===== config.mk =====
export PLATFORM = sky130hd
export DESIGN_NAME = bs3_cfg
export DESIGN_NICKNAME = d
export VERILOG_FILES = /design/src/rtl/core/bs3_pkg.sv /design/src/rtl/core/bs3_cfg.sv
export SDC_FILE = /design/constraint.sdc
export NUM_CORES = 1
export LEC_CHECK = 0
export ABC_CLOCK_PERIOD_IN_PS = 5270
export BUFFER_PORTS_ARGS = -buffer_cell sky130_fd_sc_hd__buf_4
export CORE_MARGIN = 3
export CORE_UTILIZATION = 56
export DETAILED_ROUTE_END_ITERATION = 12
export PLACE_DENSITY = 0.93
export SETUP_SLACK_MARGIN = 0.3
export SLEW_MARGIN = 20
export SYNTH_ARGS = -nofsm -noshare
export SYNTH_HDL_FRONTEND = slang
export SYNTH_SLANG_ARGS = --single-unit
export TNS_END_PERCENT = 5

===== constraint.sdc =====
create_clock -name clk -period 5.27 [get_ports clk]
set_input_delay 0.2635 -clock clk [delete_from_list [all_inputs] [get_ports clk]]
set_output_delay 0.2635 -clock clk [all_outputs]
set_load 0.01 [all_outputs]

===== src/rtl/core/bs3_pkg.sv =====
// ----------------------------------------------------------------------------
// bs3_pkg
// shared constants and types for the 3d box window sum
// ----------------------------------------------------------------------------
package bs3_pkg;

  localparam int MAX_WIDTH   = 256;
  localparam int MAX_HEIGHT  = 256;
  localparam int MAX_WINDOW  = 16;
  localparam int SAMPLE_BITS = 16;

  localparam int XW   = $clog2(MAX_WIDTH);
  localparam int YW   = $clog2(MAX_HEIGHT);
  localparam int WW   = $clog2(MAX_WINDOW);
  localparam int ZW   = 17;
  localparam int RW   = SAMPLE_BITS + WW;
  localparam int CW   = RW + WW;
  localparam int PW   = CW + WW;
  localparam int OUTW = 28;

  localparam logic [2:0] REG_IN_WIDTH  = 3'd0;
  localparam logic [2:0] REG_IN_HEIGHT = 3'd1;
  localparam logic [2:0] REG_IN_DEPTH  = 3'd2;
  localparam logic [2:0] REG_WIN_X     = 3'd3;
  localparam logic [2:0] REG_WIN_Y     = 3'd4;
  localparam logic [2:0] REG_WIN_Z     = 3'd5;

  typedef struct packed {
    logic [XW:0]   iw;
    logic [YW:0]   ih;
    logic [ZW-1:0] id;
    logic [WW:0]   wx;
    logic [WW:0]   wy;
    logic [WW:0]   wz;
    logic [XW:0]   ow;
    logic [YW:0]   oh;
    logic [ZW-1:0] od;
  } geom_t;

  // per request position info carried down the pipe
  typedef struct packed {
    logic [XW-1:0] x;
    logic [YW-1:0] y;
    logic [ZW-1:0] z;
    logic          row_end;
    logic          vol_end;
  } pos_t;

endpackage


===== src/rtl/core/bs3_cfg.sv =====
// ----------------------------------------------------------------------------
// bs3_cfg
// register file and clamped geometry
// ----------------------------------------------------------------------------
module bs3_cfg import bs3_pkg::*; (
  input  logic        clk,
  input  logic        rst,
  input  logic        psel,
  input  logic        penable,
  input  logic        pwrite,
  input  logic [4:0]  paddr,
  input  logic [31:0] pwdata,
  output logic [31:0] prdata,
  output logic        restart,
  output geom_t       geom
);

  logic [8:0]  in_width, in_height;
  logic [15:0] in_depth;
  logic [4:0]  win_x, win_y, win_z;
  logic        wr;
  logic [2:0]  idx;
  logic [9:0]  ow_raw, oh_raw;
  logic [4:0]  wxc, wyc, wzc;

  assign wr  = psel && penable && pwrite;
  assign idx = paddr[4:2];

  // restart lands on the same edge as the register write
  assign restart = wr && (idx <= REG_WIN_Z);

  always_ff @(posedge clk) begin
    if (rst) begin
      in_width <= 9'd1; in_height <= 9'd1; in_depth <= 16'd1;
      win_x <= 5'd1; win_y <= 5'd1; win_z <= 5'd1;
    end else begin
      if (wr) begin
        case (idx)
          REG_IN_WIDTH:  in_width  <= pwdata[8:0];
          REG_IN_HEIGHT: in_height <= pwdata[8:0];
          REG_IN_DEPTH:  in_depth  <= pwdata[15:0];
          REG_WIN_X:     win_x     <= pwdata[4:0];
          REG_WIN_Y:     win_y     <= pwdata[4:0];
          REG_WIN_Z:     win_z     <= pwdata[4:0];
          default:       ;
        endcase
      end
    end
  end

  always_comb begin
    case (idx)
      REG_IN_WIDTH:  prdata = {23'd0, in_width};
      REG_IN_HEIGHT: prdata = {23'd0, in_height};
      REG_IN_DEPTH:  prdata = {16'd0, in_depth};
      REG_WIN_X:     prdata = {27'd0, win_x};
      REG_WIN_Y:     prdata = {27'd0, win_y};
      REG_WIN_Z:     prdata = {27'd0, win_z};
      default:       prdata = 32'd0;
    endcase
  end

  always_comb begin
    wxc = (win_x == 5'd0) ? 5'd1 : (win_x > 5'd16) ? 5'd16 : win_x;
    wyc = (win_y == 5'd0) ? 5'd1 : (win_y > 5'd16) ? 5'd16 : win_y;
    wzc = (win_z == 5'd0) ? 5'd1 : (win_z > 5'd16) ? 5'd16 : win_z;
    geom.iw = (in_width == 9'd0) ? 9'd1 : (in_width > 9'd256) ? 9'd256 : in_width;
    geom.ih = (in_height == 9'd0) ? 9'd1 : (in_height > 9'd256) ? 9'd256 : in_height;
    geom.id = (in_depth == 16'd0) ? 17'd1 : {1'b0, in_depth};
    geom.wx = wxc;
    geom.wy = wyc;
    geom.wz = wzc;
    ow_raw = {1'b0, geom.iw} + {5'd0, wxc} - 10'd1;
    oh_raw = {1'b0, geom.ih} + {5'd0, wyc} - 10'd1;
    geom.ow = (ow_raw > 10'd256) ? 9'd256 : ow_raw[8:0];
    geom.oh = (oh_raw > 10'd256) ? 9'd256 : oh_raw[8:0];
    geom.od = geom.id + {12'd0, wzc} - 17'd1;
  end

endmodule


==> Word-level counts from Yosys, hierarchy flattened <==
Index checks and enable logic that the tools add are counted.
W data, S select, Z words.
{ "classes": {"magnitude_cmp": 8, "addsub": 6, "eq_ne": 5, "reduce_logical": 16, "n_mux": 14} }
{ "ops": {"columns": ["operator", "n"], "rows": [
  ["$pmux W16 S6", 1],
  ["$mux W9", 6],
  ["$mux W5", 6],
  ["$add A9 B5 Y10", 2],
  ["$gt A10 B9 Y1 const B", 2],
  ["$sub A10 B1 Y10 const B", 2],
  ["$gt A9 B9 Y1 const B", 2],
  ["$logic_not A9 Y1", 2],
  ["$add A16 B5 Y17", 1],
  ["$sub A17 B1 Y17 const B", 1],
  ["$logic_not A16 Y1", 1],
  ["$mux W16", 1],
  ["$gt A5 B5 Y1 const B", 3],
  ["$logic_not A5 Y1", 3],
  ["$reduce_and A2 Y1", 6],
  ["$eq A3 B2 Y1 const B", 2],
  ["$eq A3 B3 Y1 const B", 2],
  ["$eq A3 B1 Y1 const B", 1],
  ["$le A3 B3 Y1 const B", 1],
  ["$logic_and A1 B1 Y1", 3],
  ["$logic_not A3 Y1", 1]
]} }
{ "word_totals": {"ff_bits": 49} }

==> Logic depth before layout (Yosys ltp) <==
{ "logic_depth": {"depth_word": 7, "depth_mapped": 16, "mapped_depth_nobuf": 15} }

==> Worst setup path after synthesis <==
Ideal clock, no wire load.
{ "synth_timing": {"path_kind": "register to output", "from": "reg in_depth[14]", "to": "out geom[13] in the netlist's numbering", "required_time_ns": 5.007, "t_arrival_ns": 3.164, "stages_incl_launch_ff": 17, "path_slack_ns": 1.843, "path_cell_list": "dfxtp_1 inv_1 ha_1 and3_1 buf_1 a31oi_1 ha_1 inv_1 ha_1 inv_1 fa_1 nor2b_4 o31a_1 o41a_1 a311o_1 a21oi_2 xor2_1"} }
{ "synth_rtl": {"columns": ["element", "line", "source"], "rows": [
  ["start, declared", "bs3_cfg.sv:19", "logic [15:0] in_depth;"],
  ["start signal, assigned", "bs3_cfg.sv:41", "REG_IN_DEPTH: in_depth <= pwdata[15:0];"],
  ["end, declared", "bs3_cfg.sv:15", "output geom_t geom"]
]} }

==> out/results.ini <==
[synthesis]
synth_enable_flop_cells=0
synth_seq_cells=49
synth_ff_type=sky130_fd_sc_hd__dfxtp_1
syn-cell-area_sq_um=4730
synth_cell_types=56
async_flop_share=0
synthesis.instances=659
synth_sequential_area_ratio=0.207
synth_warnings=0
syn_area_per_cell_sq_um=7.18

[power]
p_int_mw=0.573
power_mw=0.830
irDropWorstVdd_mv=0.0950
p_sw_frac=0.309
share_seq_of_total_power=0.454
power_switching_mw=0.257
powerDensity_nw_per_um2=146
comb_power_share=0.284
p_leak_nw=2.88
clockPowerShare=0.262

[timing]
report.final.setup_viol=0
timing_max_transition_violations_final=0
rsz0062_at_grt=false
fin_hold_ws_ns=0.204
finalSetupTns_ns=0
fin_worst_skew_ns=0
finalCriticalPeriod_ns=4.25
worst_pin_slew_ns=1.00
final_hold_viol_count=0
final.period_utilization=0.806
maxClockFrequency_ghz=0.235
slew_headroom=0.330

[worst_setup_path]
timing.critical_path.arrival_ns=3.98
r2r.worst_path.cells=2
r2r-start=in_height[8]
worstPathMaxFanout=6
timing.critical_path.to_type=output pin
r2r-end=in_height[8]
critPathLaunch=in_depth[6]
startpoint_type=flop
worstSetupPathType=reg -> out
critPathRequiredTime_ns=5.01
reg2reg_setup_slack_ns=4.38
worstSetupEndpoint=geom[15]

[placed_design]
gpl.final_weighted_congestion=0.933
place_hpwl_mm=10.6
portBuffers=124

[global_route]
grt_antenna_before_repair=0
grt_pass1_wl_mm=21.7
globalRouteTotalUtil=0.265
first_global_vias=4752
global_route.overflow_total=0
largest_net_degree_at_the_start_of_global_routing=50

[detailed_routing]
route.detailed.wl_per_inst_microns=15.3
drt-initial-drc-count=344
detail_route.vias_per_cell=5.71
vias=4914
detail_route.drc_violations=0
drt_pre_antenna_iters=5
postRouteWirelength_mm=13.2
detail-route-antenna-nets=0

[finish]
areaGrowthSynthToFinish_pct=20.2
nets_finish=851
commonest_cells_after_routing_fill_and_taps_aside=125 x sky130_fd_sc_hd__buf_4, 91 x sky130_fd_sc_hd__inv_1, 86 x sky130_fd_sc_hd__nor2_1
share_of_final_layout_standard_cells_stronger_than_drive_strength_1=0.191
layout.cells.most_common=sky130_fd_sc_hd__buf_4
diodes=0

[floorplan]
design.die.area_sq_um=9590
initial_core_util=0.594
placementRows=32
fp.dieW_microns=97.9
core_region_area_sq_um=7970
top_level_ports=160
die_height_microns=97.9

[status]
run_status=finished clean

[cts]
cts_hold_buf=0
ctsHtreeMaxLevel=2
cts_repair_resize_count=0
root_cell_of_the_clock_tree=sky130_fd_sc_hd__clkbuf_8
path_clk_slew_ns=0.08
cts_buffers=5
sinks_on_clock_net=49
worstSkewPairLatency_ns=0.30
post_cts_buffers=0
tritoncts_clock_tree=yes
cts.path.max_buffers=2

[min_path]
min-delay-path-class=in -> reg

[flow_run]
timing.max_cap.violations=0

[power by group through the flow]
stage	sequential (mW)	clock, mW	combinational (mW)
CTS	0.377	0.217	0.234
global placement	0.385	0	0.226
floorplan	0.384	0	0.148
global route	0.378	0.233	0.256
detailed placement	0.386	0	0.233
finish	0.377	0.217	0.236
[flip-flops by register name, summed over array words and instances, names as in the netlist]
signal and flops:
win_y 5, in_depth 16, in_height 9, in_width 9, win_x 5, win_z 5
[worst max-delay path, cell delays in order (launching register included)]
cell,delay (ns)
sky130_fd_sc_hd__dfxtp_1,0.43
sky130_fd_sc_hd__inv_1,0.07
sky130_fd_sc_hd__ha_1,0.18
sky130_fd_sc_hd__and4bb_2,0.27
sky130_fd_sc_hd__a31oi_1,0.34
sky130_fd_sc_hd__ha_1,0.22
sky130_fd_sc_hd__inv_1,0.05
sky130_fd_sc_hd__ha_1,0.21
sky130_fd_sc_hd__inv_1,0.08
sky130_fd_sc_hd__fa_1,0.26
sky130_fd_sc_hd__nor2b_4,0.06
sky130_fd_sc_hd__o31a_1,0.27
sky130_fd_sc_hd__o41a_1,0.36
sky130_fd_sc_hd__a21oi_2,0.28
sky130_fd_sc_hd__o211ai_1,0.14
sky130_fd_sc_hd__a311o_1,0.32
sky130_fd_sc_hd__buf_4,0.14
[layer usage]
| layer | part of all wire | GRT usage | routed length, microns |
|---|---|---|---|
| met1 | 0.41 | 0.334 | 5400 |
| met2 | 0.49 | 0.458 | 6400 |
| met3 | 0.081 | 0.0407 | 1070 |
| met4 | 0.024 | 0.0948 | 315 |
| met5 | 0 | 0 | 0 |
[logic make-up after synthesis]
group,count (synthesis),share of synthesized area
AND/OR/NAND/NOR,233,0.234
flip-flops,49,0.207
AO/OA/AOI/OAI,123,0.166
multiplexers,45,0.0963
buffers and inverters,141,0.126
adder cells (fa/ha/maj),52,0.142
XOR/XNOR,15,0.0278
other,1,0.000793
[cell usage after synthesis, types with 3 or more instances]
library cell | number | area, sq um
sky130_fd_sc_hd__a211o_1 | 5 | 43.8
sky130_fd_sc_hd__a211oi_1 | 5 | 37.5
sky130_fd_sc_hd__a21o_1 | 3 | 22.5
sky130_fd_sc_hd__a21oi_1 | 43 | 215
sky130_fd_sc_hd__a22oi_1 | 3 | 22.5
sky130_fd_sc_hd__a311o_1 | 3 | 30.0
sky130_fd_sc_hd__a31oi_1 | 11 | 68.8
sky130_fd_sc_hd__and2_1 | 8 | 50.1
sky130_fd_sc_hd__and3_1 | 4 | 25.0
sky130_fd_sc_hd__buf_1 | 4 | 15.0
sky130_fd_sc_hd__buf_4 | 17 | 128
sky130_fd_sc_hd__clkbuf_1 | 27 | 101
sky130_fd_sc_hd__dfxtp_1 | 49 | 981
sky130_fd_sc_hd__fa_1 | 3 | 60.1
sky130_fd_sc_hd__ha_1 | 49 | 613
sky130_fd_sc_hd__inv_1 | 91 | 342
sky130_fd_sc_hd__mux2_2 | 4 | 45.0
sky130_fd_sc_hd__mux2i_1 | 41 | 410
sky130_fd_sc_hd__nand2_1 | 60 | 225
sky130_fd_sc_hd__nand2b_1 | 17 | 106
sky130_fd_sc_hd__nand3_1 | 10 | 50.1
sky130_fd_sc_hd__nor2_1 | 86 | 323
sky130_fd_sc_hd__nor2b_1 | 7 | 43.8
sky130_fd_sc_hd__nor3_1 | 17 | 85.1
sky130_fd_sc_hd__nor3b_1 | 3 | 22.5
sky130_fd_sc_hd__nor4_1 | 5 | 31.3
sky130_fd_sc_hd__o211ai_1 | 8 | 60.1
sky130_fd_sc_hd__o21a_1 | 5 | 37.5
sky130_fd_sc_hd__o21ai_0 | 18 | 90.1
sky130_fd_sc_hd__o22ai_1 | 3 | 18.8
sky130_fd_sc_hd__xnor2_1 | 10 | 87.6
sky130_fd_sc_hd__xor2_1 | 5 | 43.8
[worst min-delay path by stage]
| stage | startpoint | endpoint | slack, ns | cells after the start |
|---|---|---|---|---|
| after global routing | pwdata[14] | in_depth[14] | 0.22 | 3 |
| after CTS | pwdata[11] | in_depth[11] | 0.20 | 3 |
| after floorplan | pwdata[0] | in_height[0] | 0.38 | 1 |
| final | pwdata[14] | in_depth[14] | 0.20 | 3 |
| after detailed placement | in_depth[9] | in_depth[9] | 0.47 | 2 |
| after global placement | in_depth[9] | in_depth[9] | 0.45 | 2 |
[stage by stage]
| stage | instances | util | instance area [sq um] | setup WS (ns) |
|---|---|---|---|---|
| after global routing | 860 | 0.714 | 5690 | 0.815 |
| after CTS | 860 | 0.714 | 5690 | 1.03 |
| final | 860 | 0.714 | 5690 | 1.02 |
| after detailed placement | 852 | 0.703 | 5600 | 1.35 |
| after global placement | 852 | 0.703 | 5600 | 1.51 |
| after floorplan | 675 | - | 4790 | 1.84 |
[final cells by class]
cell class                      instances  area, sq um
Clock buffer                            7         76.3
Clock inverter                          1         7.51
Timing Repair Buffer                  125          938
Inverter                               91          342
Sequential cell                        49          981
Tap cell                              102          128
Fill cell                             610         2280
Multi-Input combinational cell        485         3210
Note: power is estimated with default switching activity, not from simulation.
