===== config.mk =====
export PLATFORM = sky130hd
export DESIGN_NAME = bs3_row
export DESIGN_NICKNAME = d
export VERILOG_FILES = /design/src/rtl/core/bs3_pkg.sv /design/src/rtl/core/bs3_row.sv
export SDC_FILE = /design/constraint.sdc
export NUM_CORES = 1
export LEC_CHECK = 0
export ABC_AREA = 1
export ABC_CLOCK_PERIOD_IN_PS = 8200
export BUFFER_PORTS_ARGS = -buffer_cell sky130_fd_sc_hd__buf_2
export CAP_MARGIN = 25
export CORE_ASPECT_RATIO = 1.25
export CORE_UTILIZATION = 50
export CTS_CLUSTER_DIAMETER = 50
export DETAILED_ROUTE_END_ITERATION = 8
export GPL_TIMING_DRIVEN = 0
export PLACE_DENSITY = 0.68
export SYNTH_ARGS = -nofsm -noshare
export SYNTH_HDL_FRONTEND = slang
export SYNTH_SLANG_ARGS = --single-unit

===== constraint.sdc =====
create_clock -name clk -period 8.2 [get_ports clk]
set_input_delay 1.23 -clock clk [delete_from_list [all_inputs] [get_ports clk]]
set_output_delay 1.23 -clock clk [all_outputs]
set_load 0.02 [all_outputs]

===== src/rtl/core/bs3_pkg.sv =====
// ----------------------------------------------------------------------------
// bs3_pkg
// shared constants and types for the 3d box window sum
// ----------------------------------------------------------------------------
package bs3_pkg;

  localparam int MAX_WIDTH   = 256;
  localparam int MAX_HEIGHT  = 256;
  localparam int MAX_WINDOW  = 16;
  localparam int SAMPLE_BITS = 16;

  localparam int XW   = $clog2(MAX_WIDTH);
  localparam int YW   = $clog2(MAX_HEIGHT);
  localparam int WW   = $clog2(MAX_WINDOW);
  localparam int ZW   = 17;
  localparam int RW   = SAMPLE_BITS + WW;
  localparam int CW   = RW + WW;
  localparam int PW   = CW + WW;
  localparam int OUTW = 28;

  localparam logic [2:0] REG_IN_WIDTH  = 3'd0;
  localparam logic [2:0] REG_IN_HEIGHT = 3'd1;
  localparam logic [2:0] REG_IN_DEPTH  = 3'd2;
  localparam logic [2:0] REG_WIN_X     = 3'd3;
  localparam logic [2:0] REG_WIN_Y     = 3'd4;
  localparam logic [2:0] REG_WIN_Z     = 3'd5;

  typedef struct packed {
    logic [XW:0]   iw;
    logic [YW:0]   ih;
    logic [ZW-1:0] id;
    logic [WW:0]   wx;
    logic [WW:0]   wy;
    logic [WW:0]   wz;
    logic [XW:0]   ow;
    logic [YW:0]   oh;
    logic [ZW-1:0] od;
  } geom_t;

  // per request position info carried down the pipe
  typedef struct packed {
    logic [XW-1:0] x;
    logic [YW-1:0] y;
    logic [ZW-1:0] z;
    logic          row_end;
    logic          vol_end;
  } pos_t;

endpackage


===== src/rtl/core/bs3_row.sv =====
// ----------------------------------------------------------------------------
// bs3_row
// raster position tracking and running row sum over the recent samples
// ----------------------------------------------------------------------------
module bs3_row import bs3_pkg::*; (
  input  logic                   clk,
  input  logic                   rst,
  input  logic                   restart,
  input  geom_t                  geom,
  input  logic                   in_fire,
  input  logic [SAMPLE_BITS-1:0] sample,
  output logic                   r_valid,
  output logic [RW-1:0]          r_sum,
  output pos_t                   r_pos
);

  logic [XW:0]   pos_x;
  logic [YW:0]   pos_y;
  logic [ZW-1:0] pos_z;
  logic [SAMPLE_BITS-1:0] recent [MAX_WINDOW];
  logic [RW-1:0] run;
  logic [XW:0]   x;
  logic [YW:0]   y;
  logic [ZW-1:0] z;
  logic [SAMPLE_BITS-1:0] s, leaving;
  logic          in_ext, re, ye, ze;
  logic [RW-1:0] run_next;

  always_comb begin
    x = (pos_x >= geom.ow) ? '0 : pos_x;
    y = (pos_y >= geom.oh) ? '0 : pos_y;
    z = (pos_z >= geom.od) ? '0 : pos_z;
    in_ext = (x < geom.iw) && (y < geom.ih) && (z < geom.id);
    s = in_ext ? sample : '0;
    leaving = (x == '0) ? '0 : recent[WW'(geom.wx - 1'b1)];
    run_next = ((x == '0) ? '0 : run) + RW'(s) - RW'(leaving);
    re = (x == geom.ow - 1'b1);
    ye = (y == geom.oh - 1'b1);
    ze = (z == geom.od - 1'b1);
  end

  always_ff @(posedge clk) begin
    if (rst || restart) begin
      pos_x <= '0; pos_y <= '0; pos_z <= '0;
      r_valid <= 1'b0;
      run <= '0;
      for (int i = 0; i < MAX_WINDOW; i++) recent[i] <= '0;
    end else begin
      r_valid <= in_fire;
      if (in_fire) begin
        for (int i = 1; i < MAX_WINDOW; i++)
          recent[i] <= (x == '0) ? '0 : recent[i-1];
        recent[0] <= s;
        run <= run_next;
        r_sum <= run_next;
        r_pos.x <= x[XW-1:0];
        r_pos.y <= y[YW-1:0];
        r_pos.z <= z;
        r_pos.row_end <= re;
        r_pos.vol_end <= re && ye && ze;
        if (!re) begin
          pos_x <= x + 1'b1;
          pos_y <= y;
          pos_z <= z;
        end else begin
          pos_x <= '0;
          if (!ye) begin
            pos_y <= y + 1'b1;
            pos_z <= z;
          end else begin
            pos_y <= '0;
            pos_z <= ze ? '0 : z + 1'b1;
          end
        end
      end
    end
  end

endmodule


# Word-level counts from Yosys, hierarchy flattened
# Memory sizes are Yosys's and may differ from the RTL's.
# Index checks and enable logic that the tools add are counted.
[word_totals]
in_bits = 105
mem_bits_rw = 256
regBits = 111
n_memories = 1
[mem_list]
columns = ["memory", "words", "width", "rd", "rd_clocked_by_memory_dff", "wr", "line_no", "source"]
rows = [
  ["recent", 16, 16, 16, 0, 16, "bs3_row.sv:20", "logic [SAMPLE_BITS-1:0] recent [MAX_WINDOW];"],
]
[op_classes]
n_eq_ne = 3
reduce_logical = 7
n_mux = 48
bitwise_logic = 17
add_sub_neg = 9
order_cmp = 6
[ops]
columns = ["op", "count"]
rows = [
  ["$mux W16", 33],
  ["$mux W17", 4],
  ["$mux W9", 5],
  ["$add A20 B16 Y20", 1],
  ["$mux W20", 1],
  ["$sub A20 B16 Y20", 1],
  ["$add A9 B1 Y9 const B", 2],
  ["$eq A9 B9 Y1", 2],
  ["$ge A9 B9 Y1", 2],
  ["$lt A9 B9 Y1", 2],
  ["$sub A9 B1 Y9 const B", 2],
  ["$add A17 B1 Y17 const B", 1],
  ["$eq A17 B17 Y1", 1],
  ["$ge A17 B17 Y1", 1],
  ["$lt A17 B17 Y1", 1],
  ["$sub A17 B1 Y17 const B", 1],
  ["$or A1 B1 Y1", 16],
  ["$logic_not A9 Y1", 1],
  ["$mux W1", 5],
  ["$logic_and A1 B1 Y1", 4],
  ["$sub A4 B1 Y4 const B", 1],
  ["$reduce_and A2 Y1", 1],
  ["$logic_or A1 B1 Y1", 1],
  ["$not A1 Y1", 1],
]

# Longest topological paths before layout
# Gate-level depths: netlist of the first run.
[depth]
depth_word = 8
ltp_mapped = 42

# Worst setup path before layout of the first run
# OpenSTA, ideal clock, no wires.
[synth_path]
path_kind = "input to register"
start = "in geom[14] (netlist bit)"
end = "reg r_sum[14] (data pin)"
setup_time_ns = 0.256
arrival_time_ns = 6.475
t_required_ns = 7.944
path_stages = 37
path_slack_ns = 1.469
path_cell_list = "inv_1 -> ha_1 -> nand2_1 -> nor2_4 -> nand2_1 -> nand4_1 -> nor2_4 -> buf_6 -> nand3_2 -> inv_1 -> ha_1 -> nand2_1 -> inv_1 -> nand3_1 -> a31oi_1 -> or3_1 -> or3_1 -> a211oi_2 -> buf_2 -> nand3_1 -> fa_1 -> fa_1 -> inv_1 -> nand2_1 -> o21ai_0 -> nand2_1 -> nand2_1 -> nand2_1 -> nand2_1 -> nand2_1 -> nand2_1 -> nand2_1 -> nand2_1 -> nand2_1 -> nand2_1 -> xor2_1 -> inv_1"
[synth_via]
elab_chain_cells = 7
[synth_lines]
columns = ["element", "line_no", "source"]
rows = [
  ["start: declaration", "bs3_row.sv:9", "input geom_t geom,"],
  ["$ge A17 B17 Y1", "bs3_row.sv:32", "z = (pos_z >= geom.od) ? '0 : pos_z;"],
  ["$mux W17", "bs3_row.sv:32", ""],
  ["via z[12]", "bs3_row.sv:24", "logic [ZW-1:0] z;"],
  ["$lt A17 B17 Y1", "bs3_row.sv:33", "in_ext = (x < geom.iw) && (y < geom.ih) && (z < geom.id);"],
  ["$logic_and A1 B1 Y1", "bs3_row.sv:33", ""],
  ["$mux W16", "bs3_row.sv:34", "s = in_ext ? sample : '0;"],
  ["$add A20 B16 Y20", "bs3_row.sv:36", "run_next = ((x == '0) ? '0 : run) + RW'(s) - RW'(leaving);"],
  ["$sub A20 B16 Y20", "bs3_row.sv:36", ""],
  ["via run_next[14]", "bs3_row.sv:27", "logic [RW-1:0] run_next;"],
  ["end signal: assignment", "bs3_row.sv:55", "r_sum <= run_next;"],
  ["end: declaration", "bs3_row.sv:13", "output logic [RW-1:0] r_sum,"],
]
# The timed path passes the listed nets, and every way through them passes these cells.
# A chain may end at the register's enable or synchronous reset.

# Worst setup path after layout of the first run
[layout_path]
start = "in geom[14] (netlist bit)"
end = "reg r_sum[13] (data pin)"
# Same word-level chain as after synthesis.

==> flow_metrics.env, run 1 <==
export IMPL_status="finished, final reports clean"
export IMPL_crit_type="primary input to register"
export IMPL_hold_viol=0
export IMPL_critPathTopFamily="simple AND/OR/NAND/NOR gates"
export IMPL_antenna_found_initial=0
export IMPL_crit_path_end="r_sum[13]"
export IMPL_preCtsSetupSlack_ns=-0.127
export IMPL_hold_ws_ns=0.468
export IMPL_place_congestion=0.935
export IMPL_final_max_slew_viol_count=0
export IMPL_placed_area_um2=22600
export IMPL_port_buffers=148
export IMPL_ys_warn_count=0
export IMPL_die_x_um=186
export IMPL_routed_wl_um=62500
export IMPL_setup_ws_ns=0.364
export IMPL_hpwl_um=48300
export IMPL_cpMaxStageDelayCell="a211oi_2"
export IMPL_hold_class="register to register"
export IMPL_ant_nets=0
export IMPL_grt_max_degree=73
export IMPL_final_layout_size_suffix_gt1_share_pct=11.4
export IMPL_ctsResizeCount=0
export IMPL_timing_rr_start="pos_z[13]"
export IMPL_grt_ovfl_total=0
export IMPL_mostFrequentLayoutCells="493 x inv_1, 434 x nand2_1, 269 x nor2_1"
export IMPL_use_met2_pct=53.0
export IMPL_cts_tree="yes"
export IMPL_cp_max_fo=10
export IMPL_antenna_cells=0
export IMPL_fillers=3801
export IMPL_drt_iter0_drc=1346
export IMPL_fp_coreArea_um2=41300
export IMPL_ys_seq_elements=367
export IMPL_p_leak_nw=10.2
export IMPL_row_count=83
export IMPL_postCtsSetupRepairBufs=0
export IMPL_cp_required_ns=8.47
export IMPL_fmax_mhz=128
export IMPL_r2r_end="r_sum[13]"
export IMPL_nets=3028
export IMPL_cp_depth=31
export IMPL_worst_setup_path_end_kind="register"
export IMPL_placed_cells_incl_taps=3322
export IMPL_fin_crit_ns=7.84
export IMPL_ys_seq_area_share_pct=45.1
export IMPL_worstSkewPairLatency_ns=0.55
export IMPL_r2r_cells=29
export IMPL_die_area_um2=43000
export IMPL_syn_area_um2=21100
export IMPL_path_clk_slew_ns=0.06
export IMPL_design_portCount=161
export IMPL_layout_worst_path_cycle_share_pct=95.6
export IMPL_holdBufCountCts=0
export IMPL_initial_core_util_pct=51.0
export IMPL_grt_util_met3_pct=4.40
export IMPL_layout_commonest_cell="inv_1"
export IMPL_rrSetupSlack_ns=0.78
export IMPL_detail_route_wl_per_cell_um=18.4
export IMPL_numCtsBuffers=41
export IMPL_synth_net_count=2833
export IMPL_vias_per_cell=5.41
export IMPL_first_pass_iters=6
export IMPL_drc=0
export IMPL_area_growth_pct=13.3
export IMPL_grt_pass1_vias=18400
export IMPL_gr_max_usage_layer="met2"
export IMPL_cts_buffer_depth=3
export IMPL_setup_viol=0
export IMPL_critPathLaunchType="primary input"
export IMPL_cts_root_buf="clkbuf_16"
export IMPL_grt_setup_unrepaired="false"
export IMPL_fp_dieH_um=232
export IMPL_syn_area_per_cell_um2=8.05
export IMPL_drv_cap=0
export IMPL_ir_worst_vdd_mv=0.123
export IMPL_grtUsageMet1_pct=32.7
export IMPL_critical_path_buf_inv_count=7
export IMPL_arrival_ns=8.10
export IMPL_relSlewSlack_pct=31.0
export IMPL_stdcell_count=3393
export IMPL_htree_levels=2
export IMPL_synth_cell_types=53
export IMPL_grt_usage_pct=29.4
export IMPL_clkSinkCount=367
export IMPL_syn_instance_count=2618
export IMPL_worstHoldStart="run[19]"
export IMPL_skew_ns=0.0202
export IMPL_vias=18300
export IMPL_max_slew_worst_pin_slew_ns=1.02
export IMPL_grt_first_pass_wirelength_um=96900
export IMPL_powerDensity_nw_per_um2=186
export IMPL_fin_area_um2=23900
export IMPL_critPathLaunch="geom[14]"
export IMPL_slowest_delay_ns=0.61
==> layer usage <==
metal | vias to the layer above | share of wire (%)
met5 | - | 0
met4 | 0 | 5.7
met3 | 189 | 5.4
met2 | 599 | 51
met1 | 8552 | 38
li1 | 9005 | -
==> synth_stat cells, drive strengths merged <==
library cell / count / area, um2
ha: 94 / 1180
a211oi: 59 / 448
inv: 502 / 1880
clkbuf: 74 / 278
o31ai: 1 / 7.51
o311ai: 2 / 17.5
nor2: 302 / 1290
o21ai: 193 / 977
nand3b: 5 / 37.5
or3: 2 / 12.5
and3: 1 / 6.26
a2111oi: 1 / 8.76
dfxtp: 152 / 3040
nor4: 2 / 18.8
o22ai: 93 / 582
nor3: 55 / 290
a22o: 7 / 61.3
a21oi: 113 / 566
nand2: 444 / 1720
fa: 16 / 320
nand4: 41 / 287
a21o: 3 / 22.5
edfxtp: 215 / 6460
a31oi: 4 / 25.0
buf: 37 / 248
xor2: 41 / 359
o211ai: 4 / 30.0
o21a: 1 / 7.51
clkinv: 3 / 11.3
or2: 2 / 12.5
xnor2: 13 / 114
o221ai: 4 / 35.0
o21bai: 1 / 7.51
nand3: 131 / 721
==> state kept, by name, summed over array words and instances, names as in the netlist <==
name     cells
r_valid      1
r_pos       35
pos_y        9
pos_z       17
pos_x        9
r_sum       20
run         20
recent     256
==> power by group <==
part | internal (mW) | leakage, nW | switching (mW)
Clock | 1.02 | 0.631 | 0.762
Sequential | 2.00 | 3.59 | 0.0216
Combinational | 0.191 | 6.01 | 0.434
Total | 3.21 | 10.2 | 1.22
==> layout make-up <==
class | instances | area, um2 | area share, %
clock buffers | 56 | 1150 | 4.81
inverters | 505 | 1900 | 7.94
well taps | 552 | 691 | 2.89
plain buffers | 111 | 533 | 2.23
clock inverters | 15 | 123 | 0.514
multi-input cells | 1635 | 9160 | 38.4
repair buffers | 152 | 826 | 3.46
flip-flops and latches | 367 | 9500 | 39.8
==> through the flow <==
stage / TNS, ns / total power [mW] / utilization (%)
5_1_grt: 0 / 4.58 / 57.8
6_report: 0 / 4.43 / 57.8
3_5_place_dp: -0.819 / 2.68 / 54.7
4_1_cts: 0 / 4.44 / 57.8
3_3_place_gp: -100.55 / 2.67 / 54.5
2_1_floorplan: 0 / 2.46 / -
==> kinds of logic after synthesis <==
group | after synthesis | synth area share (%)
flops | 367 | 45.1
simple gates | 985 | 20.9
compound gates | 486 | 13.3
fa+ha+maj | 110 | 7.10
buf+inv | 616 | 11.5
xor+xnor | 54 | 2.24
==> worst reg2reg max path: cells and delay by family (launching register included) <==
family | cells | cell delay, ns
DFF | 1 | 0.50
and+or+nand+nor | 13 | 2.17
xor gates and xnor gates | 1 | 0.45
adders and majority gates | 4 | 1.47
AOI/OAI and AO/OA | 6 | 1.72
buffers and inverters | 5 | 0.84
==> how the worst min path moves through the flow <==
stage	to	slack [ns]	cells past startpoint
6_report	run[19]	0.47	2
5_1_grt	run[6]	0.49	2
4_1_cts	run[19]	0.47	2
3_5_place_dp	run[4]	0.45	2
3_3_place_gp	run[8]	0.44	2
2_1_floorplan	recent[15][0]	0.42	2
Power figures use the tool's default switching activity.
==> run 2, diff against run 1 <==
--- a/config.mk
+++ b/config.mk
@@ -9,12 +9,14 @@
 export ABC_CLOCK_PERIOD_IN_PS = 8200
 export BUFFER_PORTS_ARGS = -buffer_cell sky130_fd_sc_hd__buf_2
 export CAP_MARGIN = 25
+export CELL_PAD_IN_SITES_DETAIL_PLACEMENT = 1
+export CELL_PAD_IN_SITES_GLOBAL_PLACEMENT = 2
 export CORE_ASPECT_RATIO = 1.25
-export CORE_UTILIZATION = 50
+export CORE_UTILIZATION = 37
 export CTS_CLUSTER_DIAMETER = 50
 export DETAILED_ROUTE_END_ITERATION = 8
 export GPL_TIMING_DRIVEN = 0
-export PLACE_DENSITY = 0.68
+export PLACE_DENSITY_LB_ADDON = 0.1
 export SYNTH_ARGS = -nofsm -noshare
 export SYNTH_HDL_FRONTEND = slang
 export SYNTH_SLANG_ARGS = --single-unit
==> run 2 against run 1 <==
Against the previous run:
- global-route usage decreased by 3.7 points
- register-to-register slack improved by 0.04 ns
- clock power increased by 11%
- fmax increased by 0.80%
- die area increased by 35%
- sequential power about the same
- clock-buffer cell count increased by 6
- clock skew increased by 0.0082 ns
- total power increased by 4.8%
- sequential share of layout area decreased by 0.78 points
- critical path depth increased by 8
- critical endpoint is now run[16]
- largest power group unchanged
- highest routed layer is now met5
==> flow_metrics.env, run 2 (synthesis results as in run 1) <==
export IMPL_cts_buffer_depth=3
export IMPL_final_max_slew_viol_count=0
export IMPL_drv_cap=0
export IMPL_drt_iter0_drc=828
export IMPL_routed_wl_um=73900
export IMPL_crit_type="primary input to register"
export IMPL_grt_usage_pct=25.7
export IMPL_fp_coreArea_um2=56200
export IMPL_regMostFlops="recent"
export IMPL_slowest_delay_ns=0.56
export IMPL_die_x_um=215
export IMPL_placed_cells_incl_taps=3513
export IMPL_p_sw_mw=1.32
export IMPL_preCtsSetupSlack_ns=-0.606
export IMPL_arrival_ns=8.28
export IMPL_layout_worst_path_cycle_share_pct=94.8
export IMPL_max_slew_worst_pin_slew_ns=0.898
export IMPL_antenna_cells=0
export IMPL_p_leak_nw=10.3
export IMPL_r2r_cells=39
export IMPL_comb_power_share_pct=13.8
export IMPL_grt_pass1_vias=19700
export IMPL_fp_dieH_um=269
export IMPL_die_area_um2=57900
export IMPL_hpwl_um=59100
export IMPL_p_int_mw=3.32
export IMPL_power_total_mw=4.64
export IMPL_grt_ovfl_total=0
export IMPL_ant_nets=0
export IMPL_largest_reg_flops=256
export IMPL_status="finished, final reports clean"
export IMPL_switching_share_pct=28.4
export IMPL_fmax_mhz=129
export IMPL_vias=18500
export IMPL_numCtsBuffers=47
export IMPL_vias_per_cell=5.14
export IMPL_grt_first_pass_wirelength_um=113000
export IMPL_antenna_found_initial=4
export IMPL_reg_top3="recent (256), r_pos (35)"
export IMPL_clkSinkCount=367
export IMPL_critPathTopFamily="simple AND/OR/NAND/NOR gates"
export IMPL_m1WireLength_um=28400
export IMPL_ir_worst_vdd_mv=0.145
export IMPL_final_layout_size_suffix_gt1_share_pct=11.8
export IMPL_cp_required_ns=8.70
export IMPL_cts_tree="yes"
export IMPL_port_buffers=148
export IMPL_routed_top_layer="met5"
export IMPL_initial_core_util_pct=37.5
export IMPL_cp_depth=39
export IMPL_hold_ws_ns=0.475
export IMPL_pwr_share_clk_pct=42.5
export IMPL_stdcell_count=3596
export IMPL_hold_class="register to register"
export IMPL_critical_path_buf_inv_count=8
export IMPL_layout_commonest_cell="inv_1"
export IMPL_cts_root_buf="clkbuf_16"
export IMPL_hold_viol=0
export IMPL_mostFrequentLayoutCells="493 x inv_1, 434 x nand2_1, 269 x nor2_1"
export IMPL_row_count=97
export IMPL_path_clk_slew_ns=0.06
export IMPL_setup_ws_ns=0.426
export IMPL_wl_met2_um=40200
export IMPL_place_congestion=0.867
export IMPL_relSlewSlack_pct=40.1
export IMPL_htree_levels=2
export IMPL_cpMaxStageDelayCell="fa_1"
export IMPL_skew_ns=0.0283
export IMPL_drc=0
export IMPL_rrSetupSlack_ns=0.82
export IMPL_worst_setup_path_end_kind="register"
export IMPL_cp_max_fo=10
export IMPL_fin_area_um2=24300
export IMPL_fin_crit_ns=7.77
export IMPL_powerDensity_nw_per_um2=191
export IMPL_nets=3037
export IMPL_detail_route_wl_per_cell_um=20.5
export IMPL_wl_met3_um=2630
export IMPL_seqPwrFrac_pct=43.7
export IMPL_first_pass_iters=5
export IMPL_worstSkewPairLatency_ns=0.58
export IMPL_setup_viol=0
export IMPL_design_portCount=161
export IMPL_hold_path_depth=2
export IMPL_area_growth_pct=15.5
export IMPL_placed_area_um2=22900
export IMPL_grt_max_degree=67
export IMPL_crit_top_cell="nand2_1"
export IMPL_critPathLaunchType="primary input"
## run 2: final timing paths
kind / from / endpoint
max: geom[16] / run[16]
min: recent[15][12] / recent[15][12]
max reg2reg: pos_z[13] / run[16]
min reg2reg: recent[15][12] / recent[15][12]
## run 2: area by class of cell
type	count	area, um2
Multi-Input combinational cell	1635	9170
Sequential cell	367	9500
Fill cell	6859	31800
Clock inverter	19	153
Buffer	111	533
Timing Repair Buffer	155	873
Tap cell	742	928
Inverter	505	1900
Clock buffer	62	1300
## run 2: layer usage
layer  up-vias  track usage, %
met5         -               0
met3       124            3.59
met4         8            9.47
met1      9023            27.7
li1       9006               -
met2       321            50.4
## run 2: worst min-delay path, delay by kind of cell, from the launching register on
| kind | cells | cell delay [ns] |
|---|---|---|
| AOI/OAI and AO/OA | 1 | 0.08 |
| DFF | 1 | 0.29 |
| buffers and inverters | 1 | 0.05 |
## run 2: what timing repair did
action / CTS / global route
buffers inserted: 0 / 1
resized for setup: 1 / 0
setup endpoints to repair: 1 / 6
gates cloned: 0 / 0
pin swaps: 0 / 1
hold buffers: 0 / 0
## run 2: per-stage QoR
stage	util [%]	TNS, ns
6_report	43.3	0
5_1_grt	43.3	-0.00421
4_1_cts	43.3	0
3_5_place_dp	40.7	-6.94
3_3_place_gp	40.5	-178.74
2_1_floorplan	-	0
## run 2: power by group through the flow
stage               sequential, mW  combinational, mW  clock, mW
floorplan                     2.08              0.384          0
global placement              2.08              0.625          0
detailed placement            2.07              0.646          0
CTS                           2.03              0.649       2.02
global route                  2.03              0.713       2.09
finish                        2.03              0.640       1.97
